[src/sv/assert_macros.svh]
// Assertion helpers for the RTL file that carries checks.
`ifndef ASSERT_MACROS_SVH
`define ASSERT_MACROS_SVH

// Property that must hold at every clock edge outside reset.
`define FBPE_ASSERT(lbl, clk, rstn, prop, msg) \
  lbl: assert property (@(posedge clk) disable iff (!rstn) (prop)) else $error(msg);

// Property whose consequent must hold in the cycle after the antecedent.
`define FBPE_ASSERT_NEXT(lbl, clk, rstn, ante, cons, msg) \
  lbl: assert property (@(posedge clk) disable iff (!rstn) (ante) |=> (cons)) else $error(msg);

`endif

[src/sv/fbpe_pkg.sv]
package fbpe_pkg;

  localparam int BYTE_W  = 8;
  localparam int OUT_W   = 32;
  localparam int WIDTH_W = 4;

  // Result kinds on the output channel.
  localparam logic KIND_WIDTH = 1'b0;
  localparam logic KIND_WORD  = 1'b1;

  // Number of bits moved along the cell chain in one cycle, 0 to 8.
  typedef logic [WIDTH_W-1:0] shift_t;

  // Frame buffer port strobes.
  typedef struct packed {
    logic wr_en;
    logic rd_en;
  } fb_ctl_t;

  // Bit length of a byte; a zero byte counts as one bit.
  function automatic logic [WIDTH_W-1:0] bit_length(input logic [BYTE_W-1:0] v);
    logic [WIDTH_W-1:0] n;
    n = WIDTH_W'(1);
    for (int k = 1; k < BYTE_W; k++) begin
      if ((v >> k) != '0) begin
        n = WIDTH_W'(k + 1);
      end
    end
    return n;
  endfunction

  // Mask that keeps the low w bits of a byte, w from 1 to 8.
  function automatic logic [BYTE_W-1:0] width_mask(input logic [WIDTH_W-1:0] w);
    logic [BYTE_W:0] m;
    m = ((BYTE_W+1)'(1) << w) - (BYTE_W+1)'(1);
    return m[BYTE_W-1:0];
  endfunction

endpackage

[src/sv/fbpe_cell.sv]
// One bit of the packing word. Each cycle the bit takes the value found
// shift places further up the chain; the window holds the next eight bits.
module fbpe_cell (
  input  logic                                  clk,
  input  fbpe_pkg::shift_t                      shift_i,
  input  logic [fbpe_pkg::BYTE_W-1:0]           window,
  output logic                                  bit_r
);

  logic       bit_nxt;
  logic [2:0] sel;

  always_comb begin
    sel = 3'(shift_i - fbpe_pkg::shift_t'(1));
    if (shift_i == '0) begin
      bit_nxt = bit_r;
    end else begin
      bit_nxt = window[sel];
    end
  end

  always_ff @(posedge clk) begin
    bit_r <= bit_nxt;
  end

endmodule

[src/sv/fbpe_frame_buf.sv]
// Byte store for the open frame: one write port, one registered read port.
module fbpe_frame_buf #(
  parameter int DEPTH  = 128,
  parameter int ADDR_W = 7
) (
  input  logic                          clk,
  input  fbpe_pkg::fb_ctl_t             ctl,
  input  logic [ADDR_W-1:0]             wr_addr,
  input  logic [fbpe_pkg::BYTE_W-1:0]   wr_data,
  input  logic [ADDR_W-1:0]             rd_addr,
  output logic [fbpe_pkg::BYTE_W-1:0]   rd_data_r
);

  logic [fbpe_pkg::BYTE_W-1:0] mem [DEPTH];

  always_ff @(posedge clk) begin
    if (ctl.wr_en) begin
      mem[wr_addr] <= wr_data;
    end
  end

  always_ff @(posedge clk) begin
    if (ctl.rd_en) begin
      rd_data_r <= mem[rd_addr];
    end
  end

endmodule

[src/sv/frame_bitpack_encoder.sv]
// Frame bit-packing encoder. Bytes arrive one transaction at a time and are
// stored until a frame of FRAME_LEN bytes is complete or a byte flagged as
// the last of the stream arrives. The block then delivers the frame's bit
// width (1 to 8), followed by every WORD_BITS-bit word that fills up while
// the low width bits of each stored byte are packed, least significant bit
// first. The packing word carries over from one frame to the next; at the end
// of the stream a partly filled word is delivered with zero fill. run_last
// marks the final result of each closing byte and stream_end the final result
// of the stream. Timing: while a frame is being collected a byte is accepted
// every cycle. Once it closes, the input is held off while the frame is
// walked again: each stored byte is read from the registered buffer port and
// shifted into the cells; the bits of a byte that straddles a word boundary
// are held back and shifted in once the full word has been delivered. A word
// that the last byte of the frame completes is delivered before the closing
// result. At the end of a stream the cells are fed zero bits, up to eight at a
// time, until the word is full and can be delivered; when no bits are left
// over, the block goes straight to the closing result. The walk waits while
// the output holds off a waiting result. A frame must be stored whole in the
// single frame buffer before its width is known, and is then read back once
// to pack it. A full word waits in the row of cells while the output cannot
// take it. There is no clearing pass after reset.
`include "assert_macros.svh"

module frame_bitpack_encoder #(
  parameter int FRAME_LEN = 128,
  parameter int WORD_BITS = 32
) (
  input  logic        clk,
  input  logic        rst_n,
  input  logic        in_valid,
  output logic        in_stall,
  input  logic [7:0]  in_byte_value,
  input  logic        in_last_byte,
  output logic        out_valid,
  input  logic        out_stall,
  output logic        out_item_kind,
  output logic [31:0] out_value,
  output logic        out_run_last,
  output logic        out_stream_end
);

  localparam int ADDR_W = (FRAME_LEN > 1) ? $clog2(FRAME_LEN) : 1;
  localparam int CNT_W  = $clog2(FRAME_LEN + 1);
  localparam int ACC_W  = $clog2(WORD_BITS + 1);
  localparam int BW     = fbpe_pkg::BYTE_W;
  localparam int WW     = fbpe_pkg::WIDTH_W;

  // Sequencer states: collecting bytes, packing the frame, zero-filling the
  // final word of a stream, and delivering the closing result.
  localparam logic [1:0] ST_COLLECT = 2'd0;
  localparam logic [1:0] ST_PACK    = 2'd1;
  localparam logic [1:0] ST_FLUSH   = 2'd2;
  localparam logic [1:0] ST_CLOSE   = 2'd3;

  logic [1:0]          state_r, state_nxt;
  logic [CNT_W-1:0]    fill_r, fill_nxt;
  logic [WW-1:0]       width_r, width_nxt;
  logic                last_r, last_nxt;
  logic [CNT_W-1:0]    rd_idx_r, rd_idx_nxt;
  logic                rd_valid_r, rd_valid_nxt;
  logic [BW-1:0]       pend_r, pend_nxt;
  logic [WW-1:0]       pend_cnt_r, pend_cnt_nxt;
  logic [ACC_W-1:0]    acc_bits_r, acc_bits_nxt;

  // A result is held back one place so that its closing flags are known
  // before it reaches the output register.
  logic                hold_valid_r, hold_valid_nxt;
  logic                hold_kind_r, hold_kind_nxt;
  logic [31:0]         hold_value_r, hold_value_nxt;

  logic                out_valid_r, out_valid_nxt;
  logic                out_item_kind_r, out_item_kind_nxt;
  logic [31:0]         out_value_r, out_value_nxt;
  logic                out_run_last_r, out_run_last_nxt;
  logic                out_stream_end_r, out_stream_end_nxt;

  logic [BW-1:0]           rd_data;
  fbpe_pkg::fb_ctl_t       fb_ctl;
  logic [WORD_BITS-1:0]    cell_bits;
  logic [WORD_BITS+BW-1:0] chain_ext;

  logic                in_take;
  logic                frame_close;
  logic [WW-1:0]       byte_len;
  logic                out_free;
  logic                acc_full;
  logic                packing;
  logic                push;
  logic                blocked;
  logic [ACC_W-1:0]    acc_eff;
  logic [ACC_W-1:0]    room;
  logic                use_pend;
  logic [BW-1:0]       src_bits;
  logic [WW-1:0]       src_cnt;
  fbpe_pkg::shift_t    shift;
  logic                consume_rd;
  logic                rd_issue;
  logic                pack_done;

  assign in_stall    = (state_r != ST_COLLECT);
  assign in_take     = in_valid && !in_stall;
  assign byte_len    = fbpe_pkg::bit_length(in_byte_value);
  assign frame_close = in_last_byte || (fill_r == CNT_W'(FRAME_LEN - 1));

  assign out_free = !out_valid_r || !out_stall;
  assign acc_full = (acc_bits_r == ACC_W'(WORD_BITS));
  assign packing  = (state_r == ST_PACK) || (state_r == ST_FLUSH);
  assign push     = packing && acc_full && out_free;
  assign blocked  = acc_full && !out_free;
  assign acc_eff  = push ? '0 : acc_bits_r;
  assign room     = ACC_W'(WORD_BITS) - acc_eff;
  assign use_pend = (pend_cnt_r != '0);

  // Bits offered to the top of the cell chain this cycle.
  always_comb begin
    if (state_r == ST_FLUSH) begin
      src_bits = '0;
      src_cnt  = (acc_eff != '0) ? WW'(BW) : '0;
    end else if (state_r != ST_PACK) begin
      src_bits = '0;
      src_cnt  = '0;
    end else if (use_pend) begin
      src_bits = pend_r;
      src_cnt  = pend_cnt_r;
    end else begin
      src_bits = rd_data & fbpe_pkg::width_mask(width_r);
      src_cnt  = rd_valid_r ? width_r : '0;
    end
  end

  always_comb begin
    if (blocked) begin
      shift = '0;
    end else if (ACC_W'(src_cnt) <= room) begin
      shift = src_cnt;
    end else begin
      shift = room[WW-1:0];
    end
  end

  assign consume_rd = (state_r == ST_PACK) && !use_pend && rd_valid_r && !blocked;
  assign rd_issue   = (state_r == ST_PACK) && (rd_idx_r != fill_r) &&
                      (!rd_valid_r || consume_rd);
  assign pack_done  = (rd_idx_r == fill_r) && !rd_valid_r && !use_pend && !acc_full;

  assign fb_ctl.wr_en = in_take;
  assign fb_ctl.rd_en = rd_issue;

  fbpe_frame_buf #(
    .DEPTH  (FRAME_LEN),
    .ADDR_W (ADDR_W)
  ) u_frame_buf (
    .clk       (clk),
    .ctl       (fb_ctl),
    .wr_addr   (fill_r[ADDR_W-1:0]),
    .wr_data   (in_byte_value),
    .rd_addr   (rd_idx_r[ADDR_W-1:0]),
    .rd_data_r (rd_data)
  );

  // The packing word is a row of bit cells. New bits enter above the top
  // cell and everything moves down by the shift amount, so once WORD_BITS
  // bits have entered, the first of them sits in the bottom cell.
  assign chain_ext = {src_bits, cell_bits};

  for (genvar i = 0; i < WORD_BITS; i++) begin : g_cell
    fbpe_cell u_cell (
      .clk     (clk),
      .shift_i (shift),
      .window  (chain_ext[i+BW:i+1]),
      .bit_r   (cell_bits[i])
    );
  end

  always_comb begin
    state_nxt          = state_r;
    fill_nxt           = fill_r;
    width_nxt          = width_r;
    last_nxt           = last_r;
    rd_idx_nxt         = rd_idx_r;
    rd_valid_nxt       = rd_valid_r;
    pend_nxt           = pend_r;
    pend_cnt_nxt       = pend_cnt_r;
    acc_bits_nxt       = acc_bits_r;
    hold_valid_nxt     = hold_valid_r;
    hold_kind_nxt      = hold_kind_r;
    hold_value_nxt     = hold_value_r;
    out_valid_nxt      = out_valid_r && out_stall;
    out_item_kind_nxt  = out_item_kind_r;
    out_value_nxt      = out_value_r;
    out_run_last_nxt   = out_run_last_r;
    out_stream_end_nxt = out_stream_end_r;

    // A full word pushes the held result out and takes its place.
    if (push) begin
      out_valid_nxt      = 1'b1;
      out_item_kind_nxt  = hold_kind_r;
      out_value_nxt      = hold_value_r;
      out_run_last_nxt   = 1'b0;
      out_stream_end_nxt = 1'b0;
      hold_kind_nxt      = fbpe_pkg::KIND_WORD;
      hold_value_nxt     = 32'(cell_bits);
    end

    if (packing && !blocked) begin
      acc_bits_nxt = acc_eff + ACC_W'(shift);
    end

    if ((state_r == ST_PACK) && !blocked && (use_pend || rd_valid_r)) begin
      pend_nxt     = src_bits >> shift;
      pend_cnt_nxt = src_cnt - shift;
    end

    if (rd_issue) begin
      rd_idx_nxt = rd_idx_r + CNT_W'(1);
    end
    rd_valid_nxt = rd_issue || (rd_valid_r && !consume_rd);

    case (state_r)
      ST_COLLECT: begin
        if (in_take) begin
          fill_nxt  = fill_r + CNT_W'(1);
          width_nxt = (byte_len > width_r) ? byte_len : width_r;
          if (frame_close) begin
            last_nxt       = in_last_byte;
            hold_valid_nxt = 1'b1;
            hold_kind_nxt  = fbpe_pkg::KIND_WIDTH;
            hold_value_nxt = 32'(width_nxt);
            state_nxt      = ST_PACK;
          end
        end
      end
      ST_PACK: begin
        if (pack_done) begin
          state_nxt = last_r ? ST_FLUSH : ST_CLOSE;
        end
      end
      ST_FLUSH: begin
        if (!acc_full && (acc_bits_r == '0)) begin
          state_nxt = ST_CLOSE;
        end
      end
      ST_CLOSE: begin
        if (out_free) begin
          out_valid_nxt      = 1'b1;
          out_item_kind_nxt  = hold_kind_r;
          out_value_nxt      = hold_value_r;
          out_run_last_nxt   = 1'b1;
          out_stream_end_nxt = last_r;
          hold_valid_nxt     = 1'b0;
          fill_nxt           = '0;
          width_nxt          = '0;
          rd_idx_nxt         = '0;
          last_nxt           = 1'b0;
          state_nxt          = ST_COLLECT;
        end
      end
      default: begin
        state_nxt = ST_COLLECT;
      end
    endcase
  end

  always_ff @(posedge clk) begin
    if (!rst_n) begin
      state_r      <= ST_COLLECT;
      fill_r       <= '0;
      width_r      <= '0;
      last_r       <= 1'b0;
      rd_idx_r     <= '0;
      rd_valid_r   <= 1'b0;
      pend_cnt_r   <= '0;
      acc_bits_r   <= '0;
      hold_valid_r <= 1'b0;
      out_valid_r  <= 1'b0;
    end else begin
      state_r      <= state_nxt;
      fill_r       <= fill_nxt;
      width_r      <= width_nxt;
      last_r       <= last_nxt;
      rd_idx_r     <= rd_idx_nxt;
      rd_valid_r   <= rd_valid_nxt;
      pend_cnt_r   <= pend_cnt_nxt;
      acc_bits_r   <= acc_bits_nxt;
      hold_valid_r <= hold_valid_nxt;
      out_valid_r  <= out_valid_nxt;
    end
  end

  always_ff @(posedge clk) begin
    pend_r           <= pend_nxt;
    hold_kind_r      <= hold_kind_nxt;
    hold_value_r     <= hold_value_nxt;
    out_item_kind_r  <= out_item_kind_nxt;
    out_value_r      <= out_value_nxt;
    out_run_last_r   <= out_run_last_nxt;
    out_stream_end_r <= out_stream_end_nxt;
  end

  assign out_valid      = out_valid_r;
  assign out_item_kind  = out_item_kind_r;
  assign out_value      = out_value_r;
  assign out_run_last   = out_run_last_r;
  assign out_stream_end = out_stream_end_r;

  // While bytes are being collected no result of the previous frame remains.
  `FBPE_ASSERT(a_collect_hold_empty, clk, rst_n,
               (state_r != ST_COLLECT) || !hold_valid_r, "result held while collecting")
  // The packing word never counts more bits than it holds.
  `FBPE_ASSERT(a_acc_bound, clk, rst_n, acc_bits_r <= ACC_W'(WORD_BITS),
               "packing word overfilled")
  // The read pointer never runs past the stored bytes.
  `FBPE_ASSERT(a_rd_bound, clk, rst_n, rd_idx_r <= fill_r, "frame read beyond fill")
  // A pushed word takes the held place.
  `FBPE_ASSERT_NEXT(a_push_hold, clk, rst_n, push,
                    hold_valid_r && (hold_kind_r == fbpe_pkg::KIND_WORD), "pushed word not held")
  // Closing delivers a result marked as the last of its byte.
  `FBPE_ASSERT_NEXT(a_close_flag, clk, rst_n, (state_r == ST_CLOSE) && out_free,
                    out_valid_r && out_run_last_r, "closing result not flagged")

endmodule
[config.mk]
export PLATFORM = sky130hd
export DESIGN_NAME = frame_bitpack_encoder
export DESIGN_NICKNAME = d
export VERILOG_FILES = /design/src/sv/fbpe_pkg.sv /design/src/sv/fbpe_cell.sv /design/src/sv/fbpe_frame_buf.sv /design/src/sv/frame_bitpack_encoder.sv
export VERILOG_INCLUDE_DIRS = /design/src /design/src/sv
export SDC_FILE = /design/constraint.sdc
export NUM_CORES = 1
export LEC_CHECK = 0
export ABC_AREA = 1
export BUFFER_PORTS_ARGS = -buffer_cell sky130_fd_sc_hd__buf_2
export CAP_MARGIN = 10
export CORE_MARGIN = 2
export CORE_UTILIZATION = 30
export DETAILED_ROUTE_END_ITERATION = 16
export SYNTH_ARGS = -nofsm -noshare
export SYNTH_HDL_FRONTEND = slang
export SYNTH_SLANG_ARGS = --single-unit
[constraint.sdc]
create_clock -name clk -period 4.6 [get_ports clk]
set_input_delay 0.46 -clock clk [delete_from_list [all_inputs] [get_ports clk]]
set_output_delay 0.46 -clock clk [all_outputs]
set_load 0.05 [all_outputs]
Word-level counts from Yosys, hierarchy flattened --
Memories as Yosys holds them, arrays and structs flattened. A register that Yosys moved wholly into a read port is not among the register bits. Index checks and enable logic that the tools add are counted. Widths: inputs -> output; s select.
Storage, ports and cells: flip-flop bits (word level) 143, bits in writable memories 1024, bits of input ports 13, word-level logic and storage cells 252, memories 1
Cells by class: $add $sub $neg 7, magnitude comparators 3, equality and inequality tests 13, shifts and indexed selects 2, muxes and demuxes 128, bitwise logic cells 1, reductions and logical operators 49
Memory list:
- u_frame_buf.mem | depth 128, bits a word 8, read ports 1, clocked after Yosys merged registers in 1, wr ports 1, RTL line fbpe_frame_buf.sv:14 | logic [fbpe_pkg::BYTE_W-1:0] mem [DEPTH];
Operator list (count):
- $mux 32 | 7
- $bmux 1 s3 | 32
- $mux 8 | 8
- $mux 1 | 54
- $reduce_bool 8->1 | 6
- $mux 4 | 11
- $logic_and 1x1->1 | 18
- $add 8x1->8 const B | 2
- $pmux 8 s2 | 1
- $mux 2 | 7
- $mux 3 | 4
- $logic_not 1->1 | 9
- $and 8x8->8 | 1
- $eq 8x7->1 const B | 1
- $eq 8x8->1 | 1
- $ne 2x2->1 const B | 4
- $ne 8x8->1 | 1
- $pmux 2 s4 | 1
- $pmux 4 s2 | 1
- $shl 1x4->8 const A | 1
- $shr 8x4->8 | 1
- $sub 8x2->8 const B | 1
- $add 6x4->6 | 1
- $eq 6x6->1 const B | 1
- 21 further kinds | 29

Logic depth before layout (Yosys ltp) --
Gate-level depths: netlist of the first run.
depth in word-level cells 14, gate-level depth with buffers 29, depth with buffers taken out 29

Hierarchy --
From an unflattened synthesis of the first run, not the netlist that was laid out.
Second synthesis, totals: cell total of the unflattened synthesis 5219, area total of the unflattened synthesis 52645.5 µm²
By module, submodules not included:
- fbpe_frame_buf | instances 1, cells each 3575, area an instance 42184.2 µm², seq. area each 30989.7 µm²
- frame_bitpack_encoder | instances 1, cells each 780, area an instance 5616.6 µm², seq. area each 2302.2 µm²
- fbpe_cell | instances 32, cells each 27, area an instance 151.4 µm², seq. area each 30.0 µm²

Worst setup path after synthesis of the first run --
No wires, ideal clock.
path type reg-to-reg, from register state_r[0], to register g_cell[6].u_cell.bit_r, data pin, setup time 0.253 ns, data arrival time 4.290 ns, data required time 4.347 ns, path slack 0.056 ns, stages on the path, launching flop included 28, buffers on the path 5, clock period less this slack 4.544 ns, cells stage by stage dfxtp_1 inv_1 ha_1 nand3_2 buf_2 nand2_1 nand3_1 a22o_1 ha_1 nand2_1 o21bai_1 a21oi_1 nand2_1 nor2_2 nand3_2 inv_2 nand2_1 o21ai_2 nand2_4 buf_2 ha_1 clkbuf_1 inv_1 clkbuf_1 clkbuf_1 o211ai_1 nand3_1 nand2_1
Between the ends: word-level cells in the longest chain between the ends 14
RTL lines:
- start, declared | RTL line frame_bitpack_encoder.sv:55 | logic [1:0] state_r, state_nxt;
- start signal, assigned | RTL line frame_bitpack_encoder.sv:277 | state_r <= state_nxt;
- branches (longest 9 deep; another with $sub 6x6->6)
- $mux 4 (*) | RTL line frame_bitpack_encoder.sv:134 | end else if (ACC_W'(src_cnt) <= room) begin
- $mux 4 (*) | RTL line frame_bitpack_encoder.sv:132 | if (blocked) begin
- $sub 3x1->3 (*) | RTL line fbpe_cell.sv:14 | sel = 3'(shift_i - fbpe_pkg::shift_t'(1));
- $bmux 1 s3 (*) | RTL line fbpe_cell.sv:18 | bit_nxt = window[sel];
- $mux 1 (not written as such) (*) | RTL line fbpe_cell.sv:18
- end signal, assigned | RTL line fbpe_cell.sv:23 | bit_r <= bit_nxt;
- end, declared | RTL line fbpe_cell.sv:7 | output logic bit_r
Mark *: on every way between the ends. The select of a mux whose other input is x is not followed. A chain may end at the register's enable or synchronous reset.

Worst setup path after layout of the first run --
from register state_r[1], to register g_cell[22].u_cell.bit_r, data pin
Between the ends: word-level cells in the longest chain between the ends 14
RTL lines (RTL line):
- branches (longest 9 deep; another with $sub 6x6->6)
- $mux 4 (*) | frame_bitpack_encoder.sv:134
- $mux 4 (*) | frame_bitpack_encoder.sv:132
- $sub 3x1->3 (*) | fbpe_cell.sv:14
- $bmux 1 s3 (*) | fbpe_cell.sv:18
- $mux 1 (not written as such) (*) | fbpe_cell.sv:18
- end signal, assigned | fbpe_cell.sv:23
- end, declared | fbpe_cell.sv:7
Marked as above.

==> key figures, run 1 <==
Outcome
  – Outcome: finished clean

CTS
  – CTS sink count: 1175
  – Worst-path clk slew: about 0.06 ns
  – Setup repair bufs after CTS: 0
  – Total CTS buffers: approximately 120
  – Clk Tree Root Cell: clkbuf_16
  – # hold bufs at CTS: 0
  – CTS H-tree depth: 3
  – Clock latency on the worst-skew pair: 0.76 ns
  – CTS tree: built
  – Clock Path Buffers: 3

Die
  – DIE WIDTH: ~410 um
  – DIE HEIGHT: 405 um
  – Initial core utilization: 30.1%
  – I/O Pins: 50
  – # rows: 147
  – Core ar.: 0.160 mm2
  – Die area: 0.164 mm2

Setup path
  – Critical Path Source: state_r[1]
  – CP Capture Type: register
  – Worst r2r src: state_r[1]
  – Most used cell, CP: nand2_1
  – Worst Reg2Reg Path Length in Cells: 20
  – Critical path, cell by cell: inv_1 > ha_1 > nand2_1 > inv_1 > a22o_1 > ha_1 > nand2_1 > o21bai_1 > a21oi_1 > nand2_1 > nor2_2 > nand3_2 > nand2_1 > nand3_1 > ha_1 > inv_1 > buf_6 > o211ai_1 > nand3_1 > nand2_1
  – Critical path fanouts, max: 38
  – Slowest CP cell: dfxtp_1
  – CP peak stage delay: 0.40 ns
  – Critical Path AT: 4.63 ns
  – Critical path type: reg2reg
  – CP startpoint kind: register
  – Reg2Reg Setup Slack: 0.45 ns
  – WP data required: approximately 5.1 ns

Power
  – VDD IR-drop max: 631 uV
  – LEAKAGE: 18.5 nW
  – Total Power: 30.4 mW
  – Pwr Density: 550 mW/mm2

Synthesis
  – Net Count, Synth: between 4000 and 5000
  – Register bit total from synthesis: 1175
  – Ys Warns: 0
  – Number of synthesized flops with an enable pin: around 1100
  – Cells after Synth: 4046
  – Fraction of registers with async set/reset: 0%
  – Distinct cell type count after synthesis: 48
  – Predominant post-synthesis flop cell: edfxtp_1
  – Seq/Total Area, Yosys: a little under three quarters
  – Cell area after synthesis: 0.0483 mm2
  – Syn_area_per_cell: ~12 um2

Place
  – DP HPWL: 79600 um
  – Placed cells: between 6000 and 7000
  – Post-place setup slack: 0.317 ns
  – GP Congestion: about 0.9
  – IO Port Bufs: 49

Global route
  – Global route total overflow: 0
  – Initial antenna violation count: 4
  – Number of global-route vias before repair: between 30000 and 40000
  – Largest net degree at the start of global routing: 179
  – GRT Total Usage: 15.6%
  – First-pass GRT wire length: 197000 um

Final layout
  – Number of fill cells: 15600
  – Area growth, synth to finish: 14.4%
  – End-of-flow core utilization: 34.5%
  – Ratio of cells with drive above 1 in the final layout: 9.26%
  – Post-route insts no fill: 6338
  – Commonest non-fill, non-tap cell in the layout: edfxtp_1
  – Most frequent cells in the layout: 1072 x edfxtp_1, 702 x nor2_1, 594 x o21ai_0
  – Diode count: 0
  – Fin nets: between 4000 and 5000

STA
  – Final setup TNS: 0 ns
  – Worst setup margin: ~0.45 ns
  – Minimum clock period: 4.15 ns
  – Final hold vios: 0
  – Least-Margin Pin Slew: 1.10 ns
  – Slew margin rel.: 26.2%
  – Final Slew Violations: 0
  – Period Utilization, post-route: between 90% and 100%
  – RSZ-0062 raised after global routing: no
  – Clk_skew: about 0.042 ns
  – Highest clock rate: 241 MHz
  – # setup viols final: 0

Drt
  – Via Count: 32500
  – DR pass1 iterations: 6
  – Vias per cell: 5.13
  – Total routed wirelength: 131000 um
  – DR WL/cell: 20.7 um
  – Post-route ant nets: 0
  – Drt drc: 0
  – Iter 0 DRT Violations: between 3000 and 4000

Hold path
  – Cells on Worst Hold Path: 1
  – Hold/Removal Path Class: in2reg
  – Hold Startpoint: in_byte_value[5]

Job
  – Max_cap viols: 0
-- registers in the layout, summed over array words and instances, names as in the netlist, 2 cells and up --
register / count
out_value: 32
fill_r: 8
pend_r: 8
rd_idx_r: 8
state_r: 2
g_cell.u_cell.bit_r: 32
acc_bits_r: 6
pend_cnt_r: 4
width_r: 4
u_frame_buf.rd_data_r: 8
hold_value_r: 32
u_frame_buf.mem: 1024
-- power by group --
part	leakage (nW)	internal (mW)	switching, mW
Combinational	6.05	2.34	5.82
Clock	1.92	5.52	4.15
Sequential	10.5	12.4	0.214
Total	18.5	20.2	10.2
-- routing by layer --
metal / part of all wire, % / track usage (%) / wire (um)
met1: 43 / 21.4 / 55900
met2: 47 / 25.1 / 61100
met3: 8.0 / 2.88 / 10500
met4: 2.6 / 4.75 / 3340
met5: 0.025 / 0 / 33
-- through the flow --
| stage | hold slack (ns) | instance area, um2 |
|---|---|---|
| after floorplan | 0.426 | 48300 |
| after global placement | 0.424 | 51300 |
| after detailed placement | 0.428 | 51300 |
| after CTS | 0.0106 | 55200 |
| after global routing | 0.0453 | 55300 |
| final | 0.0692 | 55300 |
-- kinds of logic (layout without fill, tap and decap cells) --
kind of cell	Yosys count	count (layout)	synth area share, %
and+or+nand+nor	1287	1287	10.8
DFF	1175	1175	70.9
AOI/OAI and AO/OA	1079	1079	13.1
buffers and inverters	430	562	3.45
muxes	32	32	0.666
adders and majority gates	25	25	0.663
xor gates and xnor gates	18	18	0.342
-- critical path, delay by kind of cell (launching register included) --
family / cells / cell delay (ns)
adders and majority gates: 3 / 0.93
and+or+nand+nor: 9 / 1.17
buffers and inverters: 4 / 0.60
DFF: 1 / 0.40
AOI/OAI and AO/OA: 4 / 0.78
-- Yosys cell counts, drive strengths merged, types with 4 or more instances --
| cell type | number | area, um2 |
|---|---|---|
| a21oi | 100 | 500 |
| nor2 | 707 | 2670 |
| inv | 158 | 593 |
| o22ai | 155 | 970 |
| nand4 | 39 | 244 |
| clkinv | 5 | 18.8 |
| o21bai | 4 | 30.0 |
| nor3 | 11 | 55.1 |
| o211ai | 83 | 673 |
| nand2 | 348 | 1320 |
| mux2i | 31 | 310 |
| xnor2 | 6 | 60.1 |
| xor2 | 12 | 105 |
| buf | 30 | 163 |
| a211oi | 6 | 45.0 |
| edfxtp | 1072 | 32200 |
| o21ai | 597 | 2990 |
| o221ai | 99 | 867 |
| dfxtp | 103 | 2060 |
| a31oi | 20 | 125 |
| clkbuf | 237 | 890 |
| ha | 24 | 300 |
| nand3 | 180 | 923 |
-- path summary, 6_finish.rpt --
check	endpoint
setup / recovery	g_cell[22].u_cell.bit_r
hold / removal	u_frame_buf.mem[19][5]
setup reg to reg	g_cell[22].u_cell.bit_r
hold reg to reg	out_value[28]
-- timing repair --
item,CTS,global route
resized for setup,0,4
setup endpoints to repair,0,28
endpoints found under the hold margin,0,0
-- cell type report --
type | instances | area (um2) | area share (%)
flip-flops and latches | 1175 | 34300 | 62.0
multi-input cells | 2441 | 12400 | 22.4
inverters | 163 | 627 | 1.13
clock inverters | 70 | 694 | 1.26
well taps | 2160 | 2700 | 4.89
clock buffers | 151 | 3220 | 5.84
repair buffers | 178 | 1370 | 2.47
Power figures use the tool's default switching activity.
==> run 2: changes to the inputs <==
- CTS_BUF_LIST: unset -> sky130_fd_sc_hd__clkbuf_16
==> key figures, run 2 (synthesis gave the netlist of run 1 again) <==
STA
  – Final Slew Violations: 0
  – Least-Margin Pin Slew: 1.12 ns
  – Period Utilization, post-route: 90.4%
  – Final setup TNS: 0 ns
  – RSZ-0062 raised after global routing: no
  – Clk_skew: 0.0452 ns
  – Highest clock rate: 240 MHz
  – Worst hold slack: 0.0634 ns
  – Final hold vios: 0
  – Slew margin rel.: 25.5%
  – Minimum clock period: 4.16 ns
  – # setup viols final: 0

Power
  – NetSw: between 10 and 15 mW
  – Sequential Power Share: between 40% and 50%
  – Pwr Density: between 500 and 600 mW/mm2
  – VDD IR-drop max: 632 uV
  – Internal: 20.2 mW
  – Switch share: 33.6%
  – Clock share of power: 31.6%
  – Combinational Power Share: 26.9%
  – LEAKAGE: 18.6 nW

CTS
  – Post-CTS Resized: 0
  – Clk Tree Root Cell: clkbuf_16
  – Setup repair bufs after CTS: 0
  – Total CTS buffers: 119
  – CTS H-tree depth: 3
  – CTS tree: built
  – Clock latency on the worst-skew pair: around 0.76 ns
  – CTS sink count: roughly 1200
  – Clock Path Buffers: 3
  – # hold bufs at CTS: 0
  – Worst-path clk slew: 0.06 ns

Place
  – GP Congestion: 0.883
  – DP HPWL: 79600 um
  – Post-place instance area: roughly 0.051 mm2
  – IO Port Bufs: between 40 and 50

Global route
  – GRT Total Usage: about 16%
  – Largest net degree at the start of global routing: roughly 180
  – Number of global-route vias before repair: 30800
  – Initial antenna violation count: 4
  – First-pass GRT wire length: 197000 um
  – Global route total overflow: 0

Die
  – Die area: 0.164 mm2
  – Initial core utilization: 30.1%
  – # rows: 147
  – DIE HEIGHT: 405 um
  – DIE WIDTH: 405 um
  – I/O Pins: 50
  – Core ar.: 0.160 mm2

Setup path
  – CP Buf/Inv Count: 4
  – CP Capture Type: register
  – Critical Path AT: 4.63 ns
  – Critical path, cell by cell: inv_1 > ha_1 > nand2_1 > inv_1 > a22o_1 > ha_1 > nand2_1 > o21bai_1 > a21oi_1 > nand2_1 > nor2_2 > nand3_2 > nand2_1 > nand3_1 > ha_1 > inv_1 > buf_6 > o211ai_1 > nand3_1 > nand2_1
  – Slowest CP cell: dfxtp_1
  – CP peak stage delay: 0.40 ns
  – WP data required: approximately 5.1 ns
  – Critical path type: reg2reg
  – CP startpoint kind: register
  – Most used cell, CP: nand2_1
  – Delay-heaviest family, CP: simple AND/OR/NAND/NOR gates
  – Critical path fanouts, max: 38

Final layout
  – Most frequent cells in the layout: 1072 x edfxtp_1, 702 x nor2_1, 594 x o21ai_0
  – Fin nets: around 4000
  – Commonest non-fill, non-tap cell in the layout: edfxtp_1
  – Design Area, Final: 0.0552 mm2
  – Most flop-heavy register: u_frame_buf.mem
  – Max FFs per register: 1024
  – Area growth, synth to finish: 14.4%
  – Number of fill cells: around 16000
  – Ratio of cells with drive above 1 in the final layout: 9.26%

Drt
  – Iter 0 DRT Violations: roughly 3500
  – Vias per cell: 5.12
  – Via Count: around 32000
  – Drt drc: 0
  – Total routed wirelength: between 100000 and 150000 um
  – DR pass1 iterations: 6
  – DR WL/cell: 20.6 um
  – Post-route ant nets: 0

Job
  – Max_cap viols: 0

Hold path
  – Hold/Removal Path Class: in2reg

Outcome
  – Outcome: finished clean
==> run 2: final cells by class <==
class | instances | area (um2) | area share (%)
diodes | 1 | 2.50 | 0.00453
inverters | 163 | 627 | 1.13
flip-flops and latches | 1175 | 34300 | 62.0
repair buffers | 178 | 1370 | 2.47
multi-input cells | 2441 | 12400 | 22.4
clock inverters | 97 | 796 | 1.44
well taps | 2160 | 2700 | 4.89
clock buffers | 124 | 3100 | 5.62
==> run 2: per-stage QoR <==
step           cells  utilization, %  power (mW)  worst slack [ns]
4_1_cts         6338            34.5        30.4             0.327
3_5_place_dp    6117            32.0        20.9             0.317
2_1_floorplan   4046               -        18.3            0.0565
3_3_place_gp    6117            32.0        20.8             0.440
6_report        6339            34.5        30.3             0.442
5_1_grt         6338            34.5        31.8            0.0390
==> run 2: routing by layer <==
metal / track usage, % / up-vias / share of wire (%)
met3: 2.88 / 198 / 7.8
met4: 4.75 / 6 / 2.5
met2: 25.1 / 1265 / 47
met5: 0 / - / 0.025
li1: - / 15000 / -
met1: 21.4 / 16000 / 43
==> run 2: path summary, 6_finish.rpt <==
path	startpoint	end	slack (ns)	cells after the start
setup reg to reg	state_r[1]	g_cell[22].u_cell.bit_r	0.44	20
setup / recovery	state_r[1]	g_cell[22].u_cell.bit_r	0.44	20
hold reg to reg	hold_value_r[28]	out_value[28]	0.44	2
hold / removal	in_byte_value[5]	u_frame_buf.mem[19][5]	0.06	1
==> run 2: power groups by stage <==
stage	registers, mW	clock network [mW]	logic, mW
after floorplan	12.8	0	5.52
after global placement	12.8	0	7.96
after detailed placement	12.8	0	8.07
after CTS	12.6	9.73	8.10
after global routing	12.6	10.1	9.07
final	12.6	9.58	8.16
